<file path="config.mk">
export PLATFORM = sky130hd
export DESIGN_NAME = ast_fifo
export DESIGN_NICKNAME = d
export VERILOG_FILES = /design/src/design/ast_pkg.sv /design/src/design/ast_fifo.sv
export SDC_FILE = /design/constraint.sdc
export NUM_CORES = 1
export LEC_CHECK = 0
export BUFFER_PORTS_ARGS = -buffer_cell sky130_fd_sc_hd__buf_2
export CORE_AREA = 2 2 39 41
export CTS_CLUSTER_DIAMETER = 80
export DETAILED_ROUTE_END_ITERATION = 12
export DIE_AREA = 0 0 41 43
export PLACE_DENSITY_LB_ADDON = 0.05
export SYNTH_ARGS = -nofsm -noshare
export SYNTH_HDL_FRONTEND = slang
export SYNTH_SLANG_ARGS = --single-unit
</file>
<file path="constraint.sdc">
create_clock -name clk_i -period 1.4 [get_ports clk_i]
set_input_delay 0.14 -clock clk_i [delete_from_list [all_inputs] [get_ports clk_i]]
set_output_delay 0.14 -clock clk_i [all_outputs]
set_load 0.01 [all_outputs]
</file>
<file path="src/design/ast_pkg.sv">
package ast_pkg;

  // Fixed field widths
  localparam int unsigned NOW_W     = 48;
  localparam int unsigned HANDLE_W  = 5;
  localparam int unsigned REQ_W     = 2;
  localparam int unsigned CNT_W     = 32;
  localparam int unsigned CFG_W     = 32;
  localparam int unsigned CFG_IDX_W = 1;
  localparam int unsigned AGE_W     = 29;
  localparam int unsigned OCC_OUT_W = 4;

  // Defaults of the top level parameters
  localparam int unsigned DEF_TABLE_SLOTS = 8;
  localparam int unsigned DEF_NUM_HANDLES = 32;
  localparam int unsigned DEF_TIME_BITS   = 48;

  localparam int unsigned REQ_QUEUE_DEPTH = 2;
  localparam int unsigned RES_QUEUE_DEPTH = 2;

  localparam logic [CFG_W-1:0] TICK_INTERVAL_RESET = CFG_W'(30_000_000);
  localparam logic [CFG_W-1:0] ACTIVE_WINDOW_RESET = CFG_W'(60_000_000);

  localparam int unsigned USEC_PER_SEC = 1_000_000;
  localparam int unsigned SEC_W        = 20;
  localparam logic [SEC_W-1:0] SEC_USEC = SEC_W'(USEC_PER_SEC);
  // floor(2^NOW_W / one second), fits in AGE_W bits
  localparam logic [AGE_W-1:0] SEC_RECIP = AGE_W'((64'd1 << NOW_W) / 64'(USEC_PER_SEC));

  typedef enum logic [REQ_W-1:0] {
    REQ_BEGIN = 2'd0,
    REQ_TICK  = 2'd1,
    REQ_END   = 2'd2,
    REQ_QUERY = 2'd3
  } req_type_e;

  typedef enum logic [2:0] {
    OP_BEGIN,
    OP_TICK,
    OP_END,
    OP_QUERY,
    OP_IGNORE
  } op_e;

  typedef enum logic [CFG_IDX_W-1:0] {
    CFG_TICK_INTERVAL = 1'b0,
    CFG_ACTIVE_WINDOW = 1'b1
  } cfg_reg_e;

  typedef enum logic [2:0] {
    ST_IDLE,
    ST_EXEC,
    ST_SCAN,
    ST_AGE,
    ST_DIV
  } st_e;

  typedef struct packed {
    op_e                 op;
    logic [HANDLE_W-1:0] handle;
    logic [NOW_W-1:0]    now;
  } req_t;

  typedef struct packed {
    logic [NOW_W-1:0] begin_time;
    logic [NOW_W-1:0] last_tick;
    logic [CNT_W-1:0] tick_cnt;
  } rec_t;

  typedef struct packed {
    logic                 emitted;
    logic                 registered;
    logic [NOW_W-1:0]     elapsed_us;
    logic [CNT_W-1:0]     tick_total;
    logic                 active;
    logic [AGE_W-1:0]     tick_age_sec;
    logic [HANDLE_W-1:0]  recent_handle;
    logic                 recent_found;
    logic [OCC_OUT_W-1:0] occupied_slots;
  } res_t;

endpackage

</file>
<file path="src/design/ast_fifo.sv">
module ast_fifo #(
  parameter type         item_t = logic,
  parameter int unsigned DEPTH  = ast_pkg::REQ_QUEUE_DEPTH
) (
  input  logic  clk_i,
  input  logic  rst_ni,
  input  logic  push_i,
  input  item_t data_i,
  output logic  full_o,
  input  logic  pop_i,
  output item_t data_o,
  output logic  empty_o
);

  localparam int unsigned PTR_W = (DEPTH > 1) ? $clog2(DEPTH) : 1;
  localparam int unsigned CNT_W = $clog2(DEPTH + 1);
  localparam logic [PTR_W-1:0] LAST_PTR = PTR_W'(DEPTH - 1);

  item_t             mem_q [DEPTH];
  logic [PTR_W-1:0]  wr_ptr_q, rd_ptr_q;
  logic [CNT_W-1:0]  cnt_q;
  logic              do_push, do_pop;

  assign full_o  = (cnt_q == CNT_W'(DEPTH));
  assign empty_o = (cnt_q == '0);
  assign do_push = push_i && !full_o;
  assign do_pop  = pop_i && !empty_o;
  assign data_o  = mem_q[rd_ptr_q];

  always_ff @(posedge clk_i or negedge rst_ni) begin
    if (!rst_ni) begin
      wr_ptr_q <= '0;
      rd_ptr_q <= '0;
      cnt_q    <= '0;
    end else begin
      if (do_push) begin
        wr_ptr_q <= (wr_ptr_q == LAST_PTR) ? '0 : wr_ptr_q + PTR_W'(1);
      end
      if (do_pop) begin
        rd_ptr_q <= (rd_ptr_q == LAST_PTR) ? '0 : rd_ptr_q + PTR_W'(1);
      end
      if (do_push && !do_pop) begin
        cnt_q <= cnt_q + CNT_W'(1);
      end else if (do_pop && !do_push) begin
        cnt_q <= cnt_q - CNT_W'(1);
      end
    end
  end

  always_ff @(posedge clk_i) begin
    if (do_push) begin
      mem_q[wr_ptr_q] <= data_i;
    end
  end

endmodule

</file>
==> flow_summary.toml <==
[setup_path]
worstSetupPathType = "flop to flop"
crit_arrival_ps = 1430
worstPathRequired_ps = 1510
path_common_cell = "xor2_1"
path_depth = 5
r2r_cells = 5
crit_path_end_kind = "flop"
crit_family = "flip-flops"
cp-start-kind = "flop"
critPathSlowestCell = "dfrtp_1"
cp_slowest_stage_delay_ps = 440
crit_chain = "o21ai_2 > ha_4 > xor2_1 > nor2_2 > xor2_1"
crit_path_max_fanout = 4
path_buf_inv = 0

[yosys]
ys_ff_latch = 6
synth_edf_count = 2
ys_warn_count = 0
ys.flop_type = "dfrtp_1"
synth_area_per_cell_um2 = 12.2
synth_area_leaders = "dfrtp_1 (37%), edfxtp_1 (22%), xnor2_1 (9.8%), xor2_1 (6.5%), ha_1 (4.7%)"
ys_types = 12
synth.net_count = 28
netlist.area_leader.share_pct = 37.4
post-synth-top-count-cell = "dfrtp_1"
yosysSeqAreaShare_pct = 59.8
synthArstFlopShare_pct = 66.7
netlist_area_um2 = 268
synth_top_area_cell = "dfrtp_1"
synthTopCellsByCount = "dfrtp_1 (4), nor2_1 (3), xnor2_1 (3)"
synthCells = 22

[pwr]
p_int_mw = 0.607
power_frac_clock_pct = 18.5
power_density_nw_per_um2 = 2240
leakage_nw = 0.194
seqPwrFrac_pct = 36.5
comb_power_share_pct = 45.0
p_sw_mw = 0.313
swShare_pct = 34.0
vdd_ir_drop_max_uv = 687

[sta]
rsz0062_at_grt = "no"
max_freq_mhz = 755
hold_viol = 0
setup_violations = 0
hold_ws_ps = 83.0
maxSlewHeadroom_pct = 85.1
layout_min_cycle_time_ps = 1320
min_period_over_period_pct = 94.5
slew_viol_final = 0
worst_slack_ps = 76.3
worst_pin_slew_ps = 223
tns_ps = 0
finalClockSkew_ps = 11.9

[flow_run]
maxCapViolations = 0

[floorplan]
io_pins = 8
dieArea_um2 = 1760
fp.dieH_um = 43
initial_core_util_pct = 19.3
core_area_um2 = 1380
rows = 14
die_x_um = 41

[global_route]
grt_max_degree = 5
grt_usage_pct = 8.41
grt_pass1_wl_um = 841
grt_pass1_vias = 219
antenna_found_initial = 0
grt-ovfl-total = 0

[placement]
place_ws_ps = 15.5
dp_cells = 48
dp_hpwl_um = 408
gp_congestion = 0.647
numPortBuffers = 7

[layout]
layout-drive-gt1-share_pct = 54.1
n_antenna_cell = 0
finalNetCount = 44
fin_cells = 53
syn2layout_area_growth_pct = 53.3

[clocking]
cts_tree = "built"
cts.sinks = 6
clk_pin_slew_worst_paths_ps = 50
h-tree-depth = 1
postCtsSetupBuffers = 0
cts.root.buffer_cell = "clkbuf_4"
clockBufferDepth = 2
clk_latency_ps = 250
cts_buffers = 3

[route]
totalWireLength_um = 511
drt_iter0_markers = 1
wl_per_cell_um = 9.64
via_per_inst = 3.83
ant_nets = 0
route.vias.total = 203
drcViolationCount = 0
dr.pass1.iters = 2

[min_path]
hold_path_depth = 1
hold_class = "input pin to flop"

[outcome]
status = "completed"
routing by layer:
layer  global-route usage (%)  vias up  routed length (µm)
met5                        0        -                   0
met4                     4.00        0                   0
met3                     9.42        0                  38
met2                     11.6        5                 266
met1                     7.28       98                 206
li1                         -      100                   -
area by class of cell:
cell class / instances / area (µm²)
inverter: 2 / 7.51
timing repair buffer: 11 / 67.6
multi-input combinational: 14 / 129
tap: 16 / 20.0
clock buffer: 4 / 26.3
sequential: 6 / 160
fill: 147 / 973
power groups by stage:
stage | combinational [mW] | sequential (mW) | clock (mW)
2_1_floorplan | 0.223 | 0.320 | 0
3_3_place_gp | 0.350 | 0.322 | 0
3_5_place_dp | 0.356 | 0.324 | 0
4_1_cts | 0.378 | 0.330 | 0.180
5_1_grt | 0.465 | 0.347 | 0.201
6_report | 0.414 | 0.336 | 0.170
timing repair:
action / in CTS / in global routing
gates resized for setup: 1 / 5
pin swaps: 1 / 1
endpoints found under the hold margin: 4 / 0
setup endpoints to repair: 1 / 1
gates cloned: 0 / 0
hold buffers: 1 / 0
registers in the layout (all words and copies together) (netlist names):
register and cells:
cnt_q 2, mem_q 2, rd_ptr_q 1, wr_ptr_q 1
logic make-up after synthesis:
logic type | Yosys count | share of synthesized area [%]
adder cells (fa/ha/maj) | 1 | 4.67
AO/OA/AOI/OAI | 1 | 1.87
flip-flops | 6 | 59.8
XOR/XNOR | 5 | 16.4
buffers and inverters | 2 | 2.80
AND/OR/NAND/NOR | 6 | 10.3
multiplexers | 1 | 4.21
worst paths after layout:
check,start,end,slack (ps)
worst max register to register,cnt_q[1],cnt_q[1],80
worst min-delay path,data_i,mem_q[0],80
min in group asynchronous,rst_ni,rd_ptr_q,220
worst min register to register,rd_ptr_q,rd_ptr_q,490
max in group asynchronous,rst_ni,wr_ptr_q,1040
worst max-delay path,cnt_q[1],cnt_q[1],80
layout by cell type (no fill, tap or decap), drive strengths merged, types with 2 or more instances in the layout:
master	netlist	layout
buf	0	10
dfrtp	4	4
clkbuf	0	4
xnor2	3	3
nor2	3	3
xor2	2	2
edfxtp	2	2
inv	2	2
per-stage QoR:
stage	total power, mW	instance area, µm²	utilization, %
2_1_floorplan	0.543	268	-
3_3_place_gp	0.671	345	25.0
3_5_place_dp	0.680	345	25.0
4_1_cts	0.888	389	28.1
5_1_grt	1.01	410	29.7
6_report	0.921	410	29.7
Note: power is estimated with default switching activity, not from simulation.
