### src/design/ast_pkg.sv
package ast_pkg;

  // Fixed field widths
  localparam int unsigned NOW_W     = 48;
  localparam int unsigned HANDLE_W  = 5;
  localparam int unsigned REQ_W     = 2;
  localparam int unsigned CNT_W     = 32;
  localparam int unsigned CFG_W     = 32;
  localparam int unsigned CFG_IDX_W = 1;
  localparam int unsigned AGE_W     = 29;
  localparam int unsigned OCC_OUT_W = 4;

  // Defaults of the top level parameters
  localparam int unsigned DEF_TABLE_SLOTS = 8;
  localparam int unsigned DEF_NUM_HANDLES = 32;
  localparam int unsigned DEF_TIME_BITS   = 48;

  localparam int unsigned REQ_QUEUE_DEPTH = 2;
  localparam int unsigned RES_QUEUE_DEPTH = 2;

  localparam logic [CFG_W-1:0] TICK_INTERVAL_RESET = CFG_W'(30_000_000);
  localparam logic [CFG_W-1:0] ACTIVE_WINDOW_RESET = CFG_W'(60_000_000);

  localparam int unsigned USEC_PER_SEC = 1_000_000;
  localparam int unsigned SEC_W        = 20;
  localparam logic [SEC_W-1:0] SEC_USEC = SEC_W'(USEC_PER_SEC);
  // floor(2^NOW_W / one second), fits in AGE_W bits
  localparam logic [AGE_W-1:0] SEC_RECIP = AGE_W'((64'd1 << NOW_W) / 64'(USEC_PER_SEC));

  typedef enum logic [REQ_W-1:0] {
    REQ_BEGIN = 2'd0,
    REQ_TICK  = 2'd1,
    REQ_END   = 2'd2,
    REQ_QUERY = 2'd3
  } req_type_e;

  typedef enum logic [2:0] {
    OP_BEGIN,
    OP_TICK,
    OP_END,
    OP_QUERY,
    OP_IGNORE
  } op_e;

  typedef enum logic [CFG_IDX_W-1:0] {
    CFG_TICK_INTERVAL = 1'b0,
    CFG_ACTIVE_WINDOW = 1'b1
  } cfg_reg_e;

  typedef enum logic [2:0] {
    ST_IDLE,
    ST_EXEC,
    ST_SCAN,
    ST_AGE,
    ST_DIV
  } st_e;

  typedef struct packed {
    op_e                 op;
    logic [HANDLE_W-1:0] handle;
    logic [NOW_W-1:0]    now;
  } req_t;

  typedef struct packed {
    logic [NOW_W-1:0] begin_time;
    logic [NOW_W-1:0] last_tick;
    logic [CNT_W-1:0] tick_cnt;
  } rec_t;

  typedef struct packed {
    logic                 emitted;
    logic                 registered;
    logic [NOW_W-1:0]     elapsed_us;
    logic [CNT_W-1:0]     tick_total;
    logic                 active;
    logic [AGE_W-1:0]     tick_age_sec;
    logic [HANDLE_W-1:0]  recent_handle;
    logic                 recent_found;
    logic [OCC_OUT_W-1:0] occupied_slots;
  } res_t;

endpackage

### src/design/ast_fifo.sv
module ast_fifo #(
  parameter type         item_t = logic,
  parameter int unsigned DEPTH  = ast_pkg::REQ_QUEUE_DEPTH
) (
  input  logic  clk_i,
  input  logic  rst_ni,
  input  logic  push_i,
  input  item_t data_i,
  output logic  full_o,
  input  logic  pop_i,
  output item_t data_o,
  output logic  empty_o
);

  localparam int unsigned PTR_W = (DEPTH > 1) ? $clog2(DEPTH) : 1;
  localparam int unsigned CNT_W = $clog2(DEPTH + 1);
  localparam logic [PTR_W-1:0] LAST_PTR = PTR_W'(DEPTH - 1);

  item_t             mem_q [DEPTH];
  logic [PTR_W-1:0]  wr_ptr_q, rd_ptr_q;
  logic [CNT_W-1:0]  cnt_q;
  logic              do_push, do_pop;

  assign full_o  = (cnt_q == CNT_W'(DEPTH));
  assign empty_o = (cnt_q == '0);
  assign do_push = push_i && !full_o;
  assign do_pop  = pop_i && !empty_o;
  assign data_o  = mem_q[rd_ptr_q];

  always_ff @(posedge clk_i or negedge rst_ni) begin
    if (!rst_ni) begin
      wr_ptr_q <= '0;
      rd_ptr_q <= '0;
      cnt_q    <= '0;
    end else begin
      if (do_push) begin
        wr_ptr_q <= (wr_ptr_q == LAST_PTR) ? '0 : wr_ptr_q + PTR_W'(1);
      end
      if (do_pop) begin
        rd_ptr_q <= (rd_ptr_q == LAST_PTR) ? '0 : rd_ptr_q + PTR_W'(1);
      end
      if (do_push && !do_pop) begin
        cnt_q <= cnt_q + CNT_W'(1);
      end else if (do_pop && !do_push) begin
        cnt_q <= cnt_q - CNT_W'(1);
      end
    end
  end

  always_ff @(posedge clk_i) begin
    if (do_push) begin
      mem_q[wr_ptr_q] <= data_i;
    end
  end

endmodule

### src/design/ast_front.sv
module ast_front #(
  parameter int unsigned NUM_HANDLES = ast_pkg::DEF_NUM_HANDLES
) (
  input  logic                           clk_i,
  input  logic                           rst_ni,
  input  logic                           push_i,
  output logic                           full_o,
  input  logic [ast_pkg::REQ_W-1:0]      req_type_i,
  input  logic [ast_pkg::HANDLE_W-1:0]   scope_handle_i,
  input  logic [ast_pkg::NOW_W-1:0]      now_us_i,
  output ast_pkg::req_t                  req_o,
  output logic                           req_valid_o,
  input  logic                           req_pop_i
);

  ast_pkg::req_t req_in;
  ast_pkg::op_e  op;
  logic          queue_empty;

  always_comb begin
    case (ast_pkg::req_type_e'(req_type_i))
      ast_pkg::REQ_BEGIN: op = ast_pkg::OP_BEGIN;
      ast_pkg::REQ_TICK:  op = ast_pkg::OP_TICK;
      ast_pkg::REQ_END:   op = ast_pkg::OP_END;
      ast_pkg::REQ_QUERY: op = ast_pkg::OP_QUERY;
      default:            op = ast_pkg::OP_IGNORE;
    endcase
    // handles past the record store become ignored requests that touch no state
    if ((op inside {ast_pkg::OP_BEGIN, ast_pkg::OP_TICK, ast_pkg::OP_END}) &&
        (int'(scope_handle_i) >= int'(NUM_HANDLES))) begin
      op = ast_pkg::OP_IGNORE;
    end
    req_in.op     = op;
    req_in.handle = scope_handle_i;
    req_in.now    = now_us_i;
  end

  ast_fifo #(
    .item_t (ast_pkg::req_t),
    .DEPTH  (ast_pkg::REQ_QUEUE_DEPTH)
  ) u_req_queue (
    .clk_i   (clk_i),
    .rst_ni  (rst_ni),
    .push_i  (push_i),
    .data_i  (req_in),
    .full_o  (full_o),
    .pop_i   (req_pop_i),
    .data_o  (req_o),
    .empty_o (queue_empty)
  );

  assign req_valid_o = !queue_empty;

endmodule

### config.mk
export PLATFORM = sky130hd
export DESIGN_NAME = ast_front
export DESIGN_NICKNAME = d
export VERILOG_FILES = /design/src/design/ast_pkg.sv /design/src/design/ast_fifo.sv /design/src/design/ast_front.sv
export SDC_FILE = /design/constraint.sdc
export NUM_CORES = 1
export LEC_CHECK = 0
export CELL_PAD_IN_SITES_DETAIL_PLACEMENT = 0
export CELL_PAD_IN_SITES_GLOBAL_PLACEMENT = 1
export CORE_MARGIN = 1
export CORE_UTILIZATION = 50
export CTS_BUF_LIST = sky130_fd_sc_hd__clkbuf_8
export DETAILED_ROUTE_END_ITERATION = 6
export DONT_BUFFER_PORTS = 1
export PLACE_DENSITY_LB_ADDON = 0.12
export SLEW_MARGIN = 0
export SYNTH_ARGS = -nofsm -noshare
export SYNTH_HDL_FRONTEND = slang
export SYNTH_HIERARCHICAL = 1
export SYNTH_SLANG_ARGS = --single-unit
### constraint.sdc
create_clock -name clk_i -period 4.8 [get_ports clk_i]
set_input_delay 0.24 -clock clk_i [delete_from_list [all_inputs] [get_ports clk_i]]
set_output_delay 0.24 -clock clk_i [all_outputs]
set_load 0.005 [all_outputs]
==> summary by stage <==
Place
In this run the tool buffered the top-level ports with 0 buffer cells. The post-place setup slack is between 2000 and 3000 ps. The placed instances occupy a cell area of approximately 0.0045 mm^2.

Summed over all nets, the half-perimeter wirelength after detailed placement is ~4400 um. After detailed placement, the design holds a cell count of just under 300. The congestion estimate from routability-driven global placement came to roughly 0.71.

STA
Dividing the final minimum period by the clock period gives 51.3%. Clock skew on the completed layout was measured at roughly 9.2 ps. Measured against its own limit, the worst slew margin works out to about half. Setup repair after global routing left no endpoint under its margin. The final worst slack is approximately 2300 ps. Hold timing on the final database bottoms out at a slack of a little under 80 ps. The final hold violation count is 0. The fmax is between 400 and 500 MHz. The final setup violation count is 0. Summed over all failing endpoints, the final setup total negative slack is 0 ps. The routed design could run at a clock period as short as roughly 2500 ps.

The actual slew at the worst max-slew pin is around 740 ps. The max-slew violation count is 0.

Synth
The instance count of the mapped netlist is approximately 200. The synthesis-stage register bit count is around 120. For this run, the number of Yosys warnings is 6. The biggest area consumer among synthesized cells is sky130_fd_sc_hd__edfxtp_1. Sorting the synthesized cells by area gives the leading types as sky130_fd_sc_hd__edfxtp_1 (77%), sky130_fd_sc_hd__mux2_4 (10%), sky130_fd_sc_hd__mux2_2 (6.7%), sky130_fd_sc_hd__dfrtp_1 (2.3%), sky130_fd_sc_hd__buf_6 (1.0%). In this run the biggest area consumer among cell types represents just under 80% of the synthesized area. In the synthesized netlist, the cells that appear most often are sky130_fd_sc_hd__edfxtp_1 (112), sky130_fd_sc_hd__mux2_4 (30), sky130_fd_sc_hd__mux2_2 (26). The number of flops mapped to enable cells by yosys is between 100 and 150. The combined area of all synthesized cells is approximately 0.0044 mm^2. The commonest register cell after synthesis is sky130_fd_sc_hd__edfxtp_1. Among all cell types in the netlist, the one instantiated most often is sky130_fd_sc_hd__edfxtp_1. Yosys mapped the design onto 17 distinct sky130hd cell types. The part of the Yosys area used for sequential elements is about four fifths.

Dividing the synthesized area by the synthesized cell count gives about 22 um^2. Of all flip-flops after synthesis, the portion carrying an async set or reset was 3.45%.

Power
The total power after layout is ~3.0 mW. In this run the static leakage power is roughly 1.9 nW. The peak supply drop is between 0.0003 and 0.0004 V. Power spread over the standard cell area amounts to 558 mW/mm^2.

Layout
In the final design database the tool counted approximately 330 nets. The flip-flop and latch area is about 0.0035 mm^2. The number of inserted filler cells in the final layout is about 580. In the final layout, the multi-input gates occupy between 800 and 900 um^2. For this run, the share of the core covered by cells in the final layout is 64.7%.

Of the cells placed in the final design, the portion with a size suffix greater than 1 is a little under a third. After routing the design area is between 0.005 and 0.006 mm^2. The area overhead of the layout relative to synthesis is 23.4%. The final instance count without filler cells is between 300 and 400. The number of antenna diodes in the final layout is 0.

Detailed routing
The residual DRC count is 0. The number of vias per cell after detailed routing is a little over 5. Detailed routing placed a total of roughly 3800 um of wire on met2.

The detailed-routed wire length on met3 is 566 um. Dividing the detail-routed wire length by the instance count gives between 15 and 20 um. The highest layer touched by signal routing is met4. The first detailed-routing pass ran for 4 iterations. The total detailed-routing wirelength is a little under 7000 um. The routed metal-1 wire length is between 2000 and 2500 um.

The detailed router's first-iteration violation count is 85. The routed via count is between 1500 and 2000. In this run the remaining antenna-violating nets after routing total 0.

Floorplanning
The core area is between 0.008 and 0.009 mm^2. The floorplan step set the die width to 95.5 um. The initial utilization of the core area, before any placement, comes to between 50% and 60%. The number of top-level pins is around 120. In this run the vertical extent of the chip is approximately 96 um. The die covers between 0.009 and 0.01 mm^2. The site row count is 33.

Critical path
The required time at the worst-slack endpoint is ~4600 ps. Data on the critical path arrives at its endpoint at between 2000 and 2500 ps. The nature of the critical path startpoint is a flop.

The type of the worst setup path is reg2out. STA classifies the critical path endpoint as an output port. Along the worst path, the maximum fanout reaches 31.

CTS
The largest buffer count on any clock path is 2. Post-CTS repair changed the size of 0 cells. TritonCTS built the clock tree. The H-tree was split into 4 levels. The clock reaches the later pin of the worst-skew pair after between 400 and 500 ps. For this design, the sink count on the clock tree is ~120. The tree is rooted in a sky130_fd_sc_hd__clkbuf_8. TritonCTS created 17 clock buffers. After clock tree synthesis, the clock-pin slew on the worst setup and hold paths is about 60 ps.

GRT
The initial antenna violation count is 0. Entering global routing, the biggest net connects between 50 and 60 pins. The global route total overflow is 0. The first global-routing pass estimated between 10000 and 15000 um of wire. Global routing used ~16% of the available tracks across all layers. The via count of the first global-routing pass is 2068.

Run status
The flow ran to the end, and the final reports show no timing, DRC or antenna violations.

Run
Max-cap violations in this run came to 0.

Worst hold path
The type of the most critical hold path is in2reg.
==> layout by cell type, fill, tap and decap left out, types with 2 or more instances in the layout <==
cell,instances
sky130_fd_sc_hd__edfxtp_1,112
sky130_fd_sc_hd__dlygate4sd3_1,56
sky130_fd_sc_hd__mux2_4,30
sky130_fd_sc_hd__mux2_2,26
sky130_fd_sc_hd__clkbuf_8,17
sky130_fd_sc_hd__inv_1,6
sky130_fd_sc_hd__clkinv_1,4
sky130_fd_sc_hd__clkinv_2,3
sky130_fd_sc_hd__xnor2_1,3
sky130_fd_sc_hd__dfrtp_1,3
sky130_fd_sc_hd__buf_4,3
sky130_fd_sc_hd__clkinvlp_4,2
sky130_fd_sc_hd__bufinv_16,2
sky130_fd_sc_hd__nor2_1,2
sky130_fd_sc_hd__xor2_1,2
sky130_fd_sc_hd__conb_1,2
==> logic make-up (layout without fill, tap and decap cells) <==
family	count (synthesis)	after routing	synth area share, %
compound gates	1	1	0.114
fa+ha+maj	1	1	0.286
simple gates	6	6	0.630
xor+xnor	5	5	1.00
mux	56	56	17.0
other cells	1	2	0.0858
flops	116	116	79.2
buf+inv	11	94	1.69
==> sequential cells by signal (all words and copies together), names as in the netlist <==
| register | flops |
|---|---|
| u_req_queue/cnt_q | 2 |
| u_req_queue/mem_q | 112 |
| u_req_queue/rd_ptr_q | 1 |
| u_req_queue/wr_ptr_q | 1 |
==> layer usage <==
metal	track usage (%)	up-vias
met4	8.21	0
met3	6.78	7
met2	29.2	84
met1	16.5	949
met5	0	-
li1	-	907
==> worst paths after layout <==
check	from	endpoint	slack, ps	depth (start not counted)
min in group asynchronous	rst_ni	u_req_queue/cnt_q[0]$_DFFE_PN0P_	110	1
worst min register to register	u_req_queue/cnt_q[1]$_DFFE_PN0P_	u_req_queue/cnt_q[1]$_DFFE_PN0P_	530	1
max in group asynchronous	rst_ni	u_req_queue/rd_ptr_q$_DFFE_PN0P_	4500	1
worst min-delay path	req_pop_i	u_req_queue/rd_ptr_q$_DFFE_PN0P_	80	2
worst max-delay path	u_req_queue/rd_ptr_q$_DFFE_PN0P_	req_o[44]	2340	2
worst max register to register	u_req_queue/cnt_q[0]$_DFFE_PN0P_	u_req_queue/mem_q[0][14]$_DFFE_PP_	2630	4
==> where the power goes <==
part | total [mW] | internal (mW) | switching (mW)
sequential | 1.50 | 1.39 | 0.114
combinational | 0.724 | 0.372 | 0.352
clock | 0.786 | 0.444 | 0.342
total | 3.01 | 2.21 | 0.808
==> worst max-delay path, cell delays in order, from the launching register on <==
cell and delay [ps]:
sky130_fd_sc_hd__dfrtp_2 800, sky130_fd_sc_hd__buf_4 570, sky130_fd_sc_hd__mux2_2 420
==> repair_timing <==
action / in CTS / in global routing
setup endpoints to repair: 0 / 0
hold endpoints to repair: 114 / 0
hold buffers: 56 / 0
setup buffers: 0 / 0
==> layout make-up <==
type                            instances  share of cell area (%)
Sequential cell                       116                    64.2
Multi-Input combinational cell         71                    15.7
Timing Repair Buffer                   59                    10.8
Clock buffer                           17                    4.33
Tap cell                              105                    2.43
Clock inverter                         15                    2.32
Inverter                                3                   0.209
(Power assumes the default switching activity.)
